`src/design/sfr_pkg.sv`:
```
`timescale 1ns / 1ps
// ----------------------------------------------------------------------------
// sfr_pkg
// shared types, codes and reset values of the serial frame receiver
// ----------------------------------------------------------------------------
package sfr_pkg;

  // header length default, also the reset value of the frame total
  localparam int HEADER_BYTES_DEFAULT = 4;

  // register port
  localparam int PADDR_W = 4;
  localparam int PDATA_W = 32;

  localparam logic [1:0] REG_START_BYTE    = 2'd0;
  localparam logic [1:0] REG_FRAME_LIMIT   = 2'd1;
  localparam logic [1:0] REG_TIMEOUT_TICKS = 2'd2;

  localparam logic [7:0]  START_BYTE_RESET    = 8'h55;
  localparam logic [8:0]  FRAME_LIMIT_RESET   = 9'd128;
  localparam logic [15:0] TIMEOUT_TICKS_RESET = 16'd10000;

  // saturation point of the body tick counter
  localparam logic [16:0] TICK_MAX = 17'h1FFFF;

  // input word kind
  localparam logic ACT_BYTE = 1'b0;
  localparam logic ACT_TICK = 1'b1;

  typedef enum logic [2:0] {
    ERR_NONE      = 3'd0,
    ERR_BAD_START = 3'd1,
    ERR_TOO_LONG  = 3'd2,
    ERR_CHECKSUM  = 3'd3,
    ERR_TIMEOUT   = 3'd4
  } err_kind_t;

  typedef enum logic {
    PH_HEADER = 1'b0,
    PH_BODY   = 1'b1
  } phase_t;

  typedef struct packed {
    logic [7:0]  start_byte;
    logic [8:0]  frame_limit;
    logic [15:0] timeout_ticks;
  } cfg_t;

  typedef struct packed {
    logic [7:0] byte_out;
    logic [8:0] byte_index;
    logic       byte_taken;
    logic       frame_end;
    logic       checksum_good;
    err_kind_t  error_kind;
    logic       wake_line;
  } result_t;

endpackage

```
`src/design/serial_frame_receiver_unit.sv`:
```
`timescale 1ns / 1ps
// ----------------------------------------------------------------------------
// serial_frame_receiver_unit
// length-prefixed frame receiver with xor checksum, echo of every byte and
// a body timeout driven by millisecond ticks
// ----------------------------------------------------------------------------
//  channel | handshake                        | payload
//  --------+----------------------------------+--------------------------------
//  in      | in_valid / in_stall              | action, rx_byte
//  out     | out_valid / out_stall            | byte_out, byte_index, byte_taken,
//          |                                  | frame_end, checksum_good,
//          |                                  | error_kind, wake_line
//  cfg     | psel, penable, pwrite, pready    | paddr, pwdata, prdata
//
//  one word in and one result word out per clock while out_stall is low; a
//  result shows on out_valid once its word has passed through the input
//  register, then decode and frame state update into the result register
//  the input register refills in the same cycle the result register is
//  freed, so a stall on the output only holds the input when both are full
//  reset (rst, synchronous) empties both registers, loads the register
//  reset values and puts the frame state in the header phase
// ----------------------------------------------------------------------------
module serial_frame_receiver_unit #(
  parameter int HEADER_BYTES = sfr_pkg::HEADER_BYTES_DEFAULT
) (
  input  logic                        clk,
  input  logic                        rst,
  // input words
  input  logic                        in_valid,
  output logic                        in_stall,
  input  logic                        action,
  input  logic [7:0]                  rx_byte,
  // result words
  output logic                        out_valid,
  input  logic                        out_stall,
  output logic [7:0]                  byte_out,
  output logic [8:0]                  byte_index,
  output logic                        byte_taken,
  output logic                        frame_end,
  output logic                        checksum_good,
  output logic [2:0]                  error_kind,
  output logic                        wake_line,
  // register port
  input  logic                        psel,
  input  logic                        penable,
  input  logic                        pwrite,
  input  logic [sfr_pkg::PADDR_W-1:0] paddr,
  input  logic [sfr_pkg::PDATA_W-1:0] pwdata,
  output logic [sfr_pkg::PDATA_W-1:0] prdata,
  output logic                        pready
);
  import sfr_pkg::*;

  cfg_t    cfg;
  result_t res;

  // input register
  logic       in_full;
  logic       action_q;
  logic [7:0] rx_byte_q;

  logic in_take;
  logic advance;

  // a word moves into the result register when that register is empty or drains
  assign advance  = in_full && (!out_valid || !out_stall);
  assign in_stall = in_full && !advance;
  assign in_take  = in_valid && !in_stall;

  always_ff @(posedge clk) begin
    if (rst) begin
      in_full <= 1'b0;
    end else if (in_take) begin
      in_full <= 1'b1;
    end else if (advance) begin
      in_full <= 1'b0;
    end
  end

  always_ff @(posedge clk) begin
    if (in_take) begin
      action_q  <= action;
      rx_byte_q <= rx_byte;
    end
  end

  sfr_apb_regs u_regs (
    .clk     (clk),
    .rst     (rst),
    .psel    (psel),
    .penable (penable),
    .pwrite  (pwrite),
    .paddr   (paddr),
    .pwdata  (pwdata),
    .prdata  (prdata),
    .pready  (pready),
    .cfg     (cfg)
  );

  // frame state advances exactly once per word, when it leaves the input register
  sfr_deframer #(
    .HEADER_BYTES (HEADER_BYTES)
  ) u_deframer (
    .clk     (clk),
    .rst     (rst),
    .step    (advance),
    .action  (action_q),
    .rx_byte (rx_byte_q),
    .cfg     (cfg),
    .res     (res)
  );

  // result register
  always_ff @(posedge clk) begin
    if (rst) begin
      out_valid <= 1'b0;
    end else if (advance) begin
      out_valid <= 1'b1;
    end else if (!out_stall) begin
      out_valid <= 1'b0;
    end
  end

  always_ff @(posedge clk) begin
    if (advance) begin
      byte_out      <= res.byte_out;
      byte_index    <= res.byte_index;
      byte_taken    <= res.byte_taken;
      frame_end     <= res.frame_end;
      checksum_good <= res.checksum_good;
      error_kind    <= res.error_kind;
      wake_line     <= res.wake_line;
    end
  end

  // a good checksum only on a clean frame end
  a_good_is_clean_end: assert property (@(posedge clk) disable iff (rst)
    out_valid && checksum_good |-> frame_end && (error_kind == ERR_NONE))
    else $error("checksum_good without a clean frame end");

  // every frame end returns to waiting for a header
  a_end_wakes: assert property (@(posedge clk) disable iff (rst)
    out_valid && frame_end |-> wake_line && byte_taken)
    else $error("frame end left the body phase active");

  // a timeout comes only from a tick and drops back to header phase
  a_timeout_tick: assert property (@(posedge clk) disable iff (rst)
    out_valid && (error_kind == ERR_TIMEOUT) |-> !byte_taken && wake_line)
    else $error("timeout on a byte word or without leaving the body");

  // no result appears without a word having been held in the input register
  a_out_from_input: assert property (@(posedge clk) disable iff (rst)
    $rose(out_valid) |-> $past(in_full))
    else $error("result word without a pending input word");

endmodule

```
`src/design/sfr_apb_regs.sv`:
```
`timescale 1ns / 1ps
// ----------------------------------------------------------------------------
// sfr_apb_regs
// apb register file: start byte, frame limit, body timeout
// ----------------------------------------------------------------------------
module sfr_apb_regs (
  input  logic                        clk,
  input  logic                        rst,
  input  logic                        psel,
  input  logic                        penable,
  input  logic                        pwrite,
  input  logic [sfr_pkg::PADDR_W-1:0] paddr,
  input  logic [sfr_pkg::PDATA_W-1:0] pwdata,
  output logic [sfr_pkg::PDATA_W-1:0] prdata,
  output logic                        pready,
  output sfr_pkg::cfg_t               cfg
);
  import sfr_pkg::*;

  logic       wr_en;
  logic [1:0] reg_sel;

  assign pready  = 1'b1;
  assign reg_sel = paddr[PADDR_W-1:2];
  assign wr_en   = psel && penable && pwrite && pready;

  always_ff @(posedge clk) begin
    if (rst) begin
      cfg.start_byte    <= START_BYTE_RESET;
      cfg.frame_limit   <= FRAME_LIMIT_RESET;
      cfg.timeout_ticks <= TIMEOUT_TICKS_RESET;
    end else if (wr_en) begin
      unique case (reg_sel)
        REG_START_BYTE:    cfg.start_byte    <= pwdata[7:0];
        REG_FRAME_LIMIT:   cfg.frame_limit   <= pwdata[8:0];
        REG_TIMEOUT_TICKS: cfg.timeout_ticks <= pwdata[15:0];
        default: ;
      endcase
    end
  end

  always_comb begin
    unique case (reg_sel)
      REG_START_BYTE:    prdata = {{(PDATA_W-8){1'b0}}, cfg.start_byte};
      REG_FRAME_LIMIT:   prdata = {{(PDATA_W-9){1'b0}}, cfg.frame_limit};
      REG_TIMEOUT_TICKS: prdata = {{(PDATA_W-16){1'b0}}, cfg.timeout_ticks};
      default:           prdata = '0;
    endcase
  end

endmodule

```
`src/design/sfr_deframer.sv`:
```
`timescale 1ns / 1ps
// ----------------------------------------------------------------------------
// sfr_deframer
// frame state and single-pass per-word decode (header, body, checksum, timeout)
// ----------------------------------------------------------------------------
module sfr_deframer #(
  parameter int HEADER_BYTES = sfr_pkg::HEADER_BYTES_DEFAULT
) (
  input  logic             clk,
  input  logic             rst,
  input  logic             step,
  input  logic             action,
  input  logic [7:0]       rx_byte,
  input  sfr_pkg::cfg_t    cfg,
  output sfr_pkg::result_t res
);
  import sfr_pkg::*;

  localparam logic [8:0] HDR_LEN = 9'(HEADER_BYTES);

  phase_t      phase, phase_next;
  logic [8:0]  index_count, index_count_next;
  logic [8:0]  frame_total, frame_total_next;
  logic [7:0]  first_byte, first_byte_next;
  logic [7:0]  length_byte, length_byte_next;
  logic [7:0]  running_xor, running_xor_next;
  logic [16:0] tick_count, tick_count_next;

  logic        is_byte;
  logic        is_tick;
  logic [16:0] tick_inc;
  logic        timeout_hit;
  logic [8:0]  idx_inc;
  logic [7:0]  first_cur;
  logic [7:0]  len_cur;
  logic [8:0]  total;
  logic        hdr_done;
  logic        bad_start;
  logic        too_long;
  logic        last_byte;
  logic        sum_match;

  // per-word decode
  always_comb begin
    is_byte     = (action == ACT_BYTE);
    is_tick     = (action == ACT_TICK);
    tick_inc    = (tick_count == TICK_MAX) ? tick_count : tick_count + 17'd1;
    timeout_hit = is_tick && (phase == PH_BODY) && (tick_inc > {1'b0, cfg.timeout_ticks});
    idx_inc     = index_count + 9'd1;
    first_cur   = (index_count == 9'd0) ? rx_byte : first_byte;
    len_cur     = (index_count == 9'd1) ? rx_byte : length_byte;
    total       = {1'b0, len_cur} + HDR_LEN + 9'd1;
    hdr_done    = is_byte && (phase == PH_HEADER) && (idx_inc >= HDR_LEN);
    bad_start   = hdr_done && (first_cur != cfg.start_byte);
    too_long    = hdr_done && !bad_start && (total > cfg.frame_limit);
    last_byte   = is_byte && (phase == PH_BODY) && (idx_inc >= frame_total);
    sum_match   = (running_xor == rx_byte);
  end

  // next state
  always_comb begin
    phase_next       = phase;
    index_count_next = index_count;
    frame_total_next = frame_total;
    first_byte_next  = first_byte;
    length_byte_next = length_byte;
    running_xor_next = running_xor;
    tick_count_next  = tick_count;
    if (is_tick) begin
      if (phase == PH_BODY) begin
        tick_count_next = tick_inc;
        if (timeout_hit) begin
          phase_next       = PH_HEADER;
          index_count_next = '0;
          frame_total_next = HDR_LEN;
          running_xor_next = '0;
          tick_count_next  = '0;
        end
      end
    end else if (phase == PH_HEADER) begin
      first_byte_next  = first_cur;
      length_byte_next = len_cur;
      running_xor_next = (index_count == 9'd0) ? 8'h00 : running_xor ^ rx_byte;
      index_count_next = idx_inc;
      if (bad_start || too_long) begin
        index_count_next = '0;
        frame_total_next = HDR_LEN;
        running_xor_next = '0;
        tick_count_next  = '0;
      end else if (hdr_done) begin
        phase_next       = PH_BODY;
        frame_total_next = total;
        tick_count_next  = '0;
      end
    end else begin
      if (last_byte) begin
        phase_next       = PH_HEADER;
        index_count_next = '0;
        frame_total_next = HDR_LEN;
        running_xor_next = '0;
        tick_count_next  = '0;
      end else begin
        running_xor_next = running_xor ^ rx_byte;
        index_count_next = idx_inc;
      end
    end
  end

  // result of this word
  always_comb begin
    res.byte_out      = is_byte ? rx_byte : 8'h00;
    res.byte_index    = is_byte ? index_count : 9'd0;
    res.byte_taken    = is_byte;
    res.frame_end     = last_byte;
    res.checksum_good = last_byte && sum_match;
    priority if (timeout_hit)            res.error_kind = ERR_TIMEOUT;
    else if (bad_start)                  res.error_kind = ERR_BAD_START;
    else if (too_long)                   res.error_kind = ERR_TOO_LONG;
    else if (last_byte && !sum_match)    res.error_kind = ERR_CHECKSUM;
    else                                 res.error_kind = ERR_NONE;
    res.wake_line     = (phase_next == PH_HEADER);
  end

  always_ff @(posedge clk) begin
    if (rst) begin
      phase       <= PH_HEADER;
      index_count <= '0;
      frame_total <= HDR_LEN;
      first_byte  <= '0;
      length_byte <= '0;
      running_xor <= '0;
      tick_count  <= '0;
    end else if (step) begin
      phase       <= phase_next;
      index_count <= index_count_next;
      frame_total <= frame_total_next;
      first_byte  <= first_byte_next;
      length_byte <= length_byte_next;
      running_xor <= running_xor_next;
      tick_count  <= tick_count_next;
    end
  end

endmodule

```
`config.mk`:
```
export PLATFORM = sky130hd
export DESIGN_NAME = serial_frame_receiver_unit
export DESIGN_NICKNAME = d
export VERILOG_FILES = /design/src/design/sfr_pkg.sv /design/src/design/serial_frame_receiver_unit.sv /design/src/design/sfr_apb_regs.sv /design/src/design/sfr_deframer.sv
export SDC_FILE = /design/constraint.sdc
export NUM_CORES = 1
export LEC_CHECK = 0
export BUFFER_PORTS_ARGS = -buffer_cell sky130_fd_sc_hd__buf_2
export CAP_MARGIN = 40
export CORE_ASPECT_RATIO = 1.25
export CORE_UTILIZATION = 52
export CTS_CLUSTER_SIZE = 20
export DETAILED_ROUTE_END_ITERATION = 10
export PLACE_DENSITY_LB_ADDON = 0.3
export SETUP_SLACK_MARGIN = 0.5
export SYNTH_ARGS = -nofsm -noshare
export SYNTH_HDL_FRONTEND = slang
export SYNTH_SLANG_ARGS = --single-unit
```
`constraint.sdc`:
```
create_clock -name clk -period 4.2 [get_ports clk]
set_input_delay 0.42 -clock clk [delete_from_list [all_inputs] [get_ports clk]]
set_output_delay 0.42 -clock clk [all_outputs]
set_load 0.05 [all_outputs]
```
Word-level counts from Yosys, hierarchy flattened --
Index checks and enable logic that the tools add are counted.
Cells by class: muxes and demuxes 45, divide/modulo/power cells 0, add/sub/neg operators 4, equality and inequality tests 10, bitwise gates (word level) 4, reductions and logical operators 36, magnitude comparators 4, shift-type cells 0, $mul 0
Operator list (number):
- $mux W17 | 8
- $mux W9 | 13
- $mux W8 | 9
- $pmux W16 S3 | 1
- $add A9 B1 Y9 const B | 2
- $add A17 B1 Y17 const B | 1
- $eq A17 B17 Y1 const B | 1
- $gt A17 B16 Y1 | 1
- $logic_and A1 B1 Y1 | 16
- $mux W1 | 11
- $add A8 B3 Y9 const B | 1
- $eq A9 B1 Y1 const B | 1
- $ge A9 B3 Y1 const B | 1
- $ge A9 B9 Y1 | 1
- $gt A9 B9 Y1 | 1
- $logic_not A9 Y1 | 1
- $eq A8 B8 Y1 | 1
- $ne A8 B8 Y1 | 1
- $xor A8 B8 Y8 | 1
- $logic_not A1 Y1 | 6
- $mux W3 | 2
- $ne A2 B1 Y1 const B | 3
- $reduce_and A2 Y1 | 3
- $reduce_and A3 Y1 | 2
- other kinds (12) | 15
Word-level totals: bits in writable memories 0, latch bits 0, word-level logic and storage cells 125, bits in registers 128, memories kept 0, input bits 52, output and inout port bits 59, bits in read-only memories 0

Longest topological paths before layout --
Gate-level depths: netlist (run 1).
depth after elaboration 12, depth in mapped cells 22, gate-level depth less buffers 20

Hierarchy --
From an unflattened synthesis (run 1), not the netlist that was laid out.
Second synthesis, totals: cell total of the unflattened synthesis 814, area, all modules 7546.0 um^2
By module, submodules not included:
- sfr_deframer | area each 4709.5 um^2, cells an instance 578, seq. area each 1201.2 um^2, times used 1
- sfr_apb_regs | area each 1759.2 um^2, cells an instance 193, seq. area each 660.6 um^2, times used 1
- serial_frame_receiver_unit | area each 1077.3 um^2, cells an instance 43, seq. area each 1031.0 um^2, times used 1

Least setup slack after synthesis (run 1) --
Ideal clock, no wire load.
path kind reg2reg, start point reg u_deframer.index_count[1], end point reg u_deframer.frame_total[2], cell stages (with the launch flop) 20, required time 4.058 ns, arrival time 4.027 ns, slack 0.031 ns, setup time 0.142 ns, cells stage by stage dfxtp_1 inv_1 ha_1 nand3_1 clkbuf_1 clkbuf_1 mux2_2 ha_1 inv_1 a21oi_1 xnor2_1 ha_1 a211o_1 a21oi_1 o21ai_0 a221o_1 o311ai_2 nand3_2 nor3_4 a22oi_1
On the way: elaborated cells on any way between the ends 25
RTL lines:
- start, declared | line sfr_deframer.sv:22 | logic [8:0] index_count, index_count_next;
- start signal, assigned | line sfr_deframer.sv:135 | index_count <= index_count_next;
- $eq A9 B1 Y1 (*) | line sfr_deframer.sv:51 | len_cur = (index_count == 9'd1) ? rx_byte : length_byte;
- $mux W8 (*) | line sfr_deframer.sv:51
- named net u_deframer.len_cur[1] | line sfr_deframer.sv:35 | logic [7:0] len_cur;
- $add A8 B3 Y9 (*) | line sfr_deframer.sv:52 | total = {1'b0, len_cur} + HDR_LEN + 9'd1;
- $add A9 B1 Y9 (*) | line sfr_deframer.sv:52
- $gt A9 B9 Y1 | line sfr_deframer.sv:55 | too_long = hdr_done && !bad_start && (total > cfg.frame_limit);
- $logic_and A1 B1 Y1 | line sfr_deframer.sv:55
- $logic_or A1 B1 Y1 | line sfr_deframer.sv:85 | if (bad_start || too_long) begin
- $mux W9 | line sfr_deframer.sv:85
- $mux W9 | line sfr_deframer.sv:80 | end else if (phase == PH_HEADER) begin
- $mux W9 | line sfr_deframer.sv:69 | if (is_tick) begin
- end signal, assigned | line sfr_deframer.sv:136 | frame_total <= frame_total_next;
- end, declared | line sfr_deframer.sv:23 | logic [8:0] frame_total, frame_total_next;
Mark *: on every way through the listed nets, which the timed path passes. The rest lies on a longest branch. The select of a mux whose other input is x is not followed. A chain may end at the register's enable or synchronous reset.

Final worst setup path (run 1) --
start point reg u_deframer.index_count[8], end point reg u_deframer.index_count[2]
On the way: elaborated cells on any way between the ends 22
RTL lines (line):
- $eq A9 B1 Y1 | sfr_deframer.sv:51
- $mux W8 | sfr_deframer.sv:51
- named net u_deframer.len_cur[1] | sfr_deframer.sv:35
- $add A8 B3 Y9 | sfr_deframer.sv:52
- $add A9 B1 Y9 | sfr_deframer.sv:52
- $gt A9 B9 Y1 | sfr_deframer.sv:55
- $logic_and A1 B1 Y1 | sfr_deframer.sv:55
- $logic_or A1 B1 Y1 | sfr_deframer.sv:85
- $mux W9 | sfr_deframer.sv:85
- $mux W9 | sfr_deframer.sv:80
- $mux W9 | sfr_deframer.sv:69
The timed path passes the listed nets, and every way through them passes these cells.

==> results of run 1 <==
[cell type report]
type,instances,area [µm²],area share (%)
flip-flops and latches,128,2909,32.33
inverters,58,224.0,2.489
clock buffers,21,503.0,5.590
repair buffers,135,862.1,9.581
multi-input cells,581,4138,45.99
well taps,171,214.0,2.378
clock inverters,11,147.6,1.641
[cells in the mapped netlist (all sizes together), types with 3 or more instances]
library cell	n
dfxtp	95
nand2	95
inv	57
nor2	55
a21oi	47
ha	39
mux2i	36
o21ai	34
edfxtp	33
buf	30
clkbuf	30
nand3	29
nor2b	27
and3	16
xnor2	16
xor2	14
a22o	13
nand4	13
nor3	12
nor4	11
a31oi	10
a41o	10
a211oi	9
o211ai	9
a21o	8
and2	8
or3	6
a221oi	4
mux2	4
o21a	4
o22ai	3
or4	3
[logic make-up after synthesis]
kind of cell / Yosys count
xor+xnor: 30
buf+inv: 118
compound gates: 170
other cells: 2
fa+ha+maj: 39
simple gates: 284
flops: 128
mux: 40
[worst max-delay path: cells and delay by family (launching register included)]
kind / cells / cell delay, ns
buffers and inverters: 1 / 0.05
adders and majority gates: 2 / 0.50
and+or+nand+nor: 2 / 0.55
DFF: 1 / 0.36
xor gates and xnor gates: 1 / 0.15
muxes: 1 / 0.38
AOI/OAI and AO/OA: 9 / 1.70
[per-layer routing]
metal	wire length (µm)	vias to the layer above	global-route usage, %
li1	-	3077	-
met1	7598	3053	31.51
met2	9915	247	47.42
met3	1069	23	5.382
met4	314	0	11.57
met5	0	-	0
[power by group through the flow]
stage | Combinational (mW) | Sequential (mW) | Clock (mW)
after floorplan | 0.207 | 1.37 | 0
after detailed placement | 0.304 | 1.34 | 0
after CTS | 0.308 | 1.31 | 1.61
after global placement | 0.300 | 1.34 | 0
final | 0.326 | 1.31 | 1.60
after global routing | 0.349 | 1.31 | 1.67
[state kept, by name, summed over array words and instances, names as in the netlist]
register / count
action_q: 1
byte_index: 9
byte_out: 8
byte_taken: 1
checksum_good: 1
error_kind: 3
frame_end: 1
in_full: 1
out_valid: 1
rx_byte_q: 8
u_deframer.first_byte: 8
u_deframer.frame_total: 9
u_deframer.index_count: 9
u_deframer.length_byte: 8
u_deframer.phase: 1
u_deframer.running_xor: 8
u_deframer.tick_count: 17
u_regs.cfg: 33
wake_line: 1
[worst max path at each step]
stage                         startpoint                        end  slack, ns  depth (start not counted)
5_1_grt         u_deframer.tick_count[1]  u_deframer.tick_count[10]       0.30                         16
3_5_place_dp    u_deframer.tick_count[0]  u_deframer.tick_count[14]       0.11                         17
6_report       u_deframer.index_count[8]  u_deframer.index_count[2]       0.46                         16
4_1_cts         u_deframer.tick_count[6]  u_deframer.tick_count[14]       0.39                         15
3_3_place_gp    u_deframer.tick_count[0]  u_deframer.tick_count[14]       0.18                         16
2_1_floorplan  u_deframer.index_count[6]  u_deframer.frame_total[2]       0.41                         19
[what timing repair did]
| action | CTS | global route |
|---|---|---|
| buffers inserted | 11 | 17 |
| gates resized for setup | 21 | 44 |
| endpoints found under the setup margin | 32 | 46 |
| cloned | 1 | 0 |
| pin swaps | 17 | 26 |
==> impl_results.md, run 1 <==
* First-pass GRT wire length at approximately 30000 µm
* CP peak stage delay at around 0.38 ns
* Root buffer cell: clkbuf_16
* Post-synthesis cell type count at 69
* Final period utilization at about nine tenths
* Grt ovf at 0
* Hold wc startpoint: rx_byte[6]
* Hold_ws at between 0.15 and 0.2 ns
* Synthesized flop and latch total at roughly 130
* Hold buffers post-CTS at 0
* Layout area overhead at 24.78%
* Share of cells above drive strength 1 at 26.98%
* CTS Buf Count at 17
* Yosys warns at 0
* Layout Nets at between 1000 and 1500
* Max_cap viols at 0
* Slowest CP cell: mux2_4
* Final Hold Fails at 0
* WHS Endpoint: rx_byte_q[6]
* Hold Path Stages at 1
* Compound-Gate Fraction of Synth Area at approximately 17%
* Gpl congestion at 0.8654
* All-Layer GR Usage at around 27%
* Register area share after synthesis at 40.12%
* Crit path capture type: flip-flop
* EDFF count, synth at 33
* Crit-path max FO at 5
* 1st-iter DRT viols at ~350
* IO Count at roughly 110
* Area fraction of the dominant cell type after synthesis at 26.38%
* Placed Instances at 1044
* Switching pwr at between 0.8 and 0.9 mW
* Static leakage at 3.782 nW
* Chip Width at roughly 110 µm
* H-tree Lvls at 4
* Synthesized-area fraction occupied by adder cells at 6.767%
* Post-route cell area at 0.008997 mm²
* Final Critical Period at around 3.7 ns
* PD cells at 360.1 mW/mm²
* Synth Area per Inst at 8.891 µm²
* Proportion of synthesized area in mux cells at 5.622%
* Cell taking the most area after synthesis: dfxtp_1
* Clock share of power at roughly half
* Final wirelength at 18900 µm
* Hold Path Class: in -> reg
* Mapped Area at 0.007211 mm²
* Clock Latency Late Sink at 0.42 ns
* Gate power share at between 10% and 20%
* CTS Sinks at between 100 and 150
* Antenna violations before repair at 0
* Clock Skew at 0.01161 ns
* RSZ-0062 raised after global routing: true
* Final setup TNS at 0 ns
* Post-synthesis xor/xnor area fraction at 3.644%
* Fin. max-slew vios at 0
* Longest Clk Path Bufs at 2
* Worst EP arrival at 4.11 ns
* WP data required at 4.57 ns
* Sw Share at 25.20%
* Pre-CTS setup slack at 0.1129 ns
* Clk slew on worst S/H paths at ~0.060 ns
* Die Span Y at 133.7 µm
* Flop pwr share at approximately 41%
* Placed cell area at 0.007854 mm²
* RR Endpoint: u_deframer.index_count[2]
* FF-to-FF setup slack at 0.46 ns
* Tot Pwr at 3.240 mW
* Cell count after synthesis at 811
* Vias in the first global route at slightly above 6000
* Fill count at 1065
* Final setup fails at 0
* Most common cell after layout, fill and taps aside: nand2_1
* Worst-Margin Slew at 0.7898 ns
* Largest family of logic cells by synthesized area: simple AND/OR/NAND/NOR gates
* Post-synthesis async set-or-reset flop share at 0%
* Post-layout util at 67.11%
* CP Launch Type: flip-flop
* Starting Density at 53.78%
* Via density at approximately 5.8
* Rows at 47
* Status: complete, no violations
* # diodes at 0
* Worst slew margin at 47.22%
* Commonest cells after routing, fill and taps aside: nand2_1 (92), dfxtp_1 (86), buf_2 (75)
* Hpwl dp at 12410 µm
* Main synth FF type: dfxtp_1
* Number of port buffers at 75
* RR Startpoint: u_deframer.index_count[8]
* VDD IR max at 248.3 µV
* Post-route ant nets at 0
* Setup ws final at around 0.46 ns
* DRT Pass-1 Iters at 5
* DRC viols at 0
* WL per Instance at 17.10 µm
* Worst R2R Path Depth at 16
* Worst-path cell chain: nor4_4 > nand3_2 > mux2_4 > ha_4 > inv_4 > a21oi_4 > xnor2_2 > ha_1 > a211o_1 > a21oi_1 > o21ai_1 > a221o_1 > o311ai_4 > a31oi_4 > o32ai_2 > a21o_1
* Simple-gate area share of the yosys netlist at between 10% and 20%
* Int Power at 2.424 mW
* Core area at 0.01341 mm²
* Synth top area cells: dfxtp_1 (26%), edfxtp_1 (14%), ha_1 (6.8%)
* Crit path kind: reg -> reg
* Total number of vias at 6400
* Fmax at 267.1 MHz
* Pin count of the biggest net entering global routing at 48
* CTS tree: done
* Total die area at 0.01434 mm²
* Final Non-Filler Cells at between 1000 and 1500
(Power assumes the default switching activity.)
==> run 2, diff against run 1 <==
- CELL_PAD_IN_SITES_DETAIL_PLACEMENT: unset -> 1
- CELL_PAD_IN_SITES_GLOBAL_PLACEMENT: unset -> 1
- CORE_UTILIZATION: 52 -> 39
==> impl_results.md, run 2 (same netlist as run 1, synthesis figures left out) <==
* Longest Clk Path Bufs at 2 (unchanged)
* Clock Latency Late Sink at 0.43 ns (about the same)
* Crit path kind: reg -> reg
* Share of cells above drive strength 1 at 29.32% (+2.3 points)
* DRT Pass-1 Iters at 4 (-1)
* Max FFs per register at 33 (unchanged)
* Hold wc startpoint: rx_byte[4]
* Placed Instances at 1109 (+6.2%)
* FF-to-FF setup slack at 0.22 ns (-0.24 ns)
* Final wirelength at 22560 µm (+19%)
* Hold Path Stages at 1 (unchanged)
* PD cells at 343.0 mW/mm² (-4.8%)
* Number of port buffers at 75 (unchanged)
* CTS Sinks at 128 (unchanged)
* All-Layer GR Usage at 24.04% (-2.9 points)
* Core area at 0.01810 mm² (+35%)
* CP Launch Type: flip-flop
* IO Count at 111 (unchanged)
* WHS Endpoint: rx_byte_q[4]
* Crit path capture type: flip-flop
* Placed cell area at 0.007999 mm² (+1.8%)
* Biggest register: u_regs.cfg
* Final Hold Fails at 0 (unchanged)
* Starting Density at 39.84% (-14 points)
* Crit-path max FO at 5 (unchanged)
* Layout area overhead at 28.96%
* Clk slew on worst S/H paths at 0.06 ns (about the same)
* Final setup fails at 0 (unchanged)
* Post-route cell area at 0.009299 mm² (+3.4%)
* CTS Buf Count at 17 (unchanged)
* Worst EP arrival at 4.34 ns (+0.23 ns)
* VDD IR max at 203.3 µV (-18%)
* RSZ-0062 raised after global routing: true
* Layout Nets at 1033 (+2.1%)
* Fmax at 251.2 MHz (-5.9%)
* WP data required at 4.56 ns (about the same)
* Hpwl dp at 14820 µm (+19%)
* Max_cap viols at 0 (unchanged)
* Largest regs: u_regs.cfg (33), u_deframer.tick_count (17)
* Root buffer cell: clkbuf_16
* RR Endpoint: u_deframer.tick_count[14]
* Status: complete, no violations
* Antenna violations before repair at 0 (unchanged)
* Static leakage at 3.880 nW (+2.6%)
* Final Critical Period at 3.980 ns (+0.2365 ns)
* Worst slew margin at 40.58% (-6.6 points)
* Total die area at 0.01904 mm² (+33%)
* Worst-Margin Slew at 0.8845 ns (+0.09469 ns)
* Worst R2R Path Depth at 18 (+2)
* WL per Instance at 19.07 µm (+12%)
* Post-route ant nets at 0 (unchanged)
* Commonest cells after routing, fill and taps aside: nand2_1 (91), dfxtp_1 (83), buf_2 (76)
* Via density at 5.446 (-6.0%)
* Clock Skew at 0.01063 ns (-0.0009821 ns)
* H-tree Lvls at 4 (unchanged)
* 1st-iter DRT viols at 297 (-16%)
* Die Span Y at 154.0 µm (+15%)
* # diodes at 0 (unchanged)
* Hold Path Class: in -> reg
* Setup ws final at 0.2196 ns (-0.2365 ns)
* Final setup TNS at 0 ns (unchanged)
* Most common cell after layout, fill and taps aside: nand2_1
* Gpl congestion at 0.8179 (-5.5%)
* Pin count of the biggest net entering global routing at 41 (-15%)
* Vias in the first global route at 6697 (+9.0%)
* Pre-CTS setup slack at 0.09944 ns (-0.01349 ns)
* Chip Width at 123.6 µm (+15%)
* CTS tree: done
* RR Startpoint: u_deframer.tick_count[0]
* Total number of vias at 6443 (+0.67%)
* Final Non-Filler Cells at 1183 (+7.1%)
* Grt ovf at 0 (unchanged)
* Fin. max-slew vios at 0 (unchanged)
* First-pass GRT wire length at 34820 µm (+16%)
* Final period utilization at 94.77% (+5.6 points)
* Rows at 55 (+17%)
* DRC viols at 0 (unchanged)
==> run 2: changes by cell type in the layout (fill, tap and decap cells not counted), sizes merged <==
cell / delta
buf: +19
inv: -1
clkbuf: +2
clkinv: +1
==> run 2: worst max path at each step <==
stage	startpoint	endpoint	cells after the start
floorplan	u_deframer.index_count[6]	u_deframer.frame_total[2]	19
global placement	u_deframer.tick_count[1]	u_deframer.tick_count[14]	16
detailed placement	u_deframer.tick_count[1]	u_deframer.tick_count[14]	16
CTS	u_deframer.tick_count[0]	u_deframer.tick_count[14]	18
global route	u_deframer.tick_count[0]	u_deframer.tick_count[14]	18
finish	u_deframer.tick_count[0]	u_deframer.tick_count[14]	18
==> run 2: final cells by class <==
class                   count  area [µm²]
fillers                  2087        8800
multi-input cells         581        4218
flip-flops and latches    128        2918
repair buffers            155        1042
clock buffers              22       475.5
well taps                 228       285.3
inverters                  58       221.5
clock inverters            10       131.4
repair inverters            1       7.507
==> run 2: repair_timing <==
item,in CTS,in global routing
hold buffers,0,0
resized for setup,53,29
setup buffers,27,12
cloned,1,2
setup endpoints to repair,45,45
pin swaps,21,24
==> run 2: report_power, final <==
group          total [mW]  internal (mW)  switching (mW)  leakage, nW
Sequential           1.31           1.29          0.0222         1.09
Clock                1.54          0.979           0.557        0.297
Combinational       0.342         0.0998           0.242         2.50
==> run 2: routing by layer <==
metal | global-route usage (%) | share of wire [%]
met5 | 0 | 0
met4 | 10.04 | 2.9
met3 | 4.599 | 3.8
met2 | 43.15 | 53
met1 | 27.15 | 40
==> run 2: worst max-delay path, cell delays in order (launching register included) <==
cell and delay (ns):
dfxtp_4 0.36, ha_4 0.14, nand4_1 0.13, nor2_2 0.15, nand3_2 0.11, buf_6 0.13
nand4_1 0.14, buf_6 0.15, nor2_4 0.04, xor2_2 0.15, ha_1 0.30, nand4_1 0.15
nor3_2 0.24, nand2_1 0.10, a221oi_2 0.34, nand2_1 0.15, or4_4 0.56, or4_1 0.42
a31oi_1 0.14
==> run 2: metrics by stage <==
step	util, %	hold WS [ns]	power [mW]
final	51.38	0.1670	3.189
after global routing	51.38	0.1570	3.291
after detailed placement	44.20	0.4632	1.657
after CTS	50.00	0.1493	3.205
after global placement	44.07	0.4527	1.650
after floorplan	-	0.4447	1.574
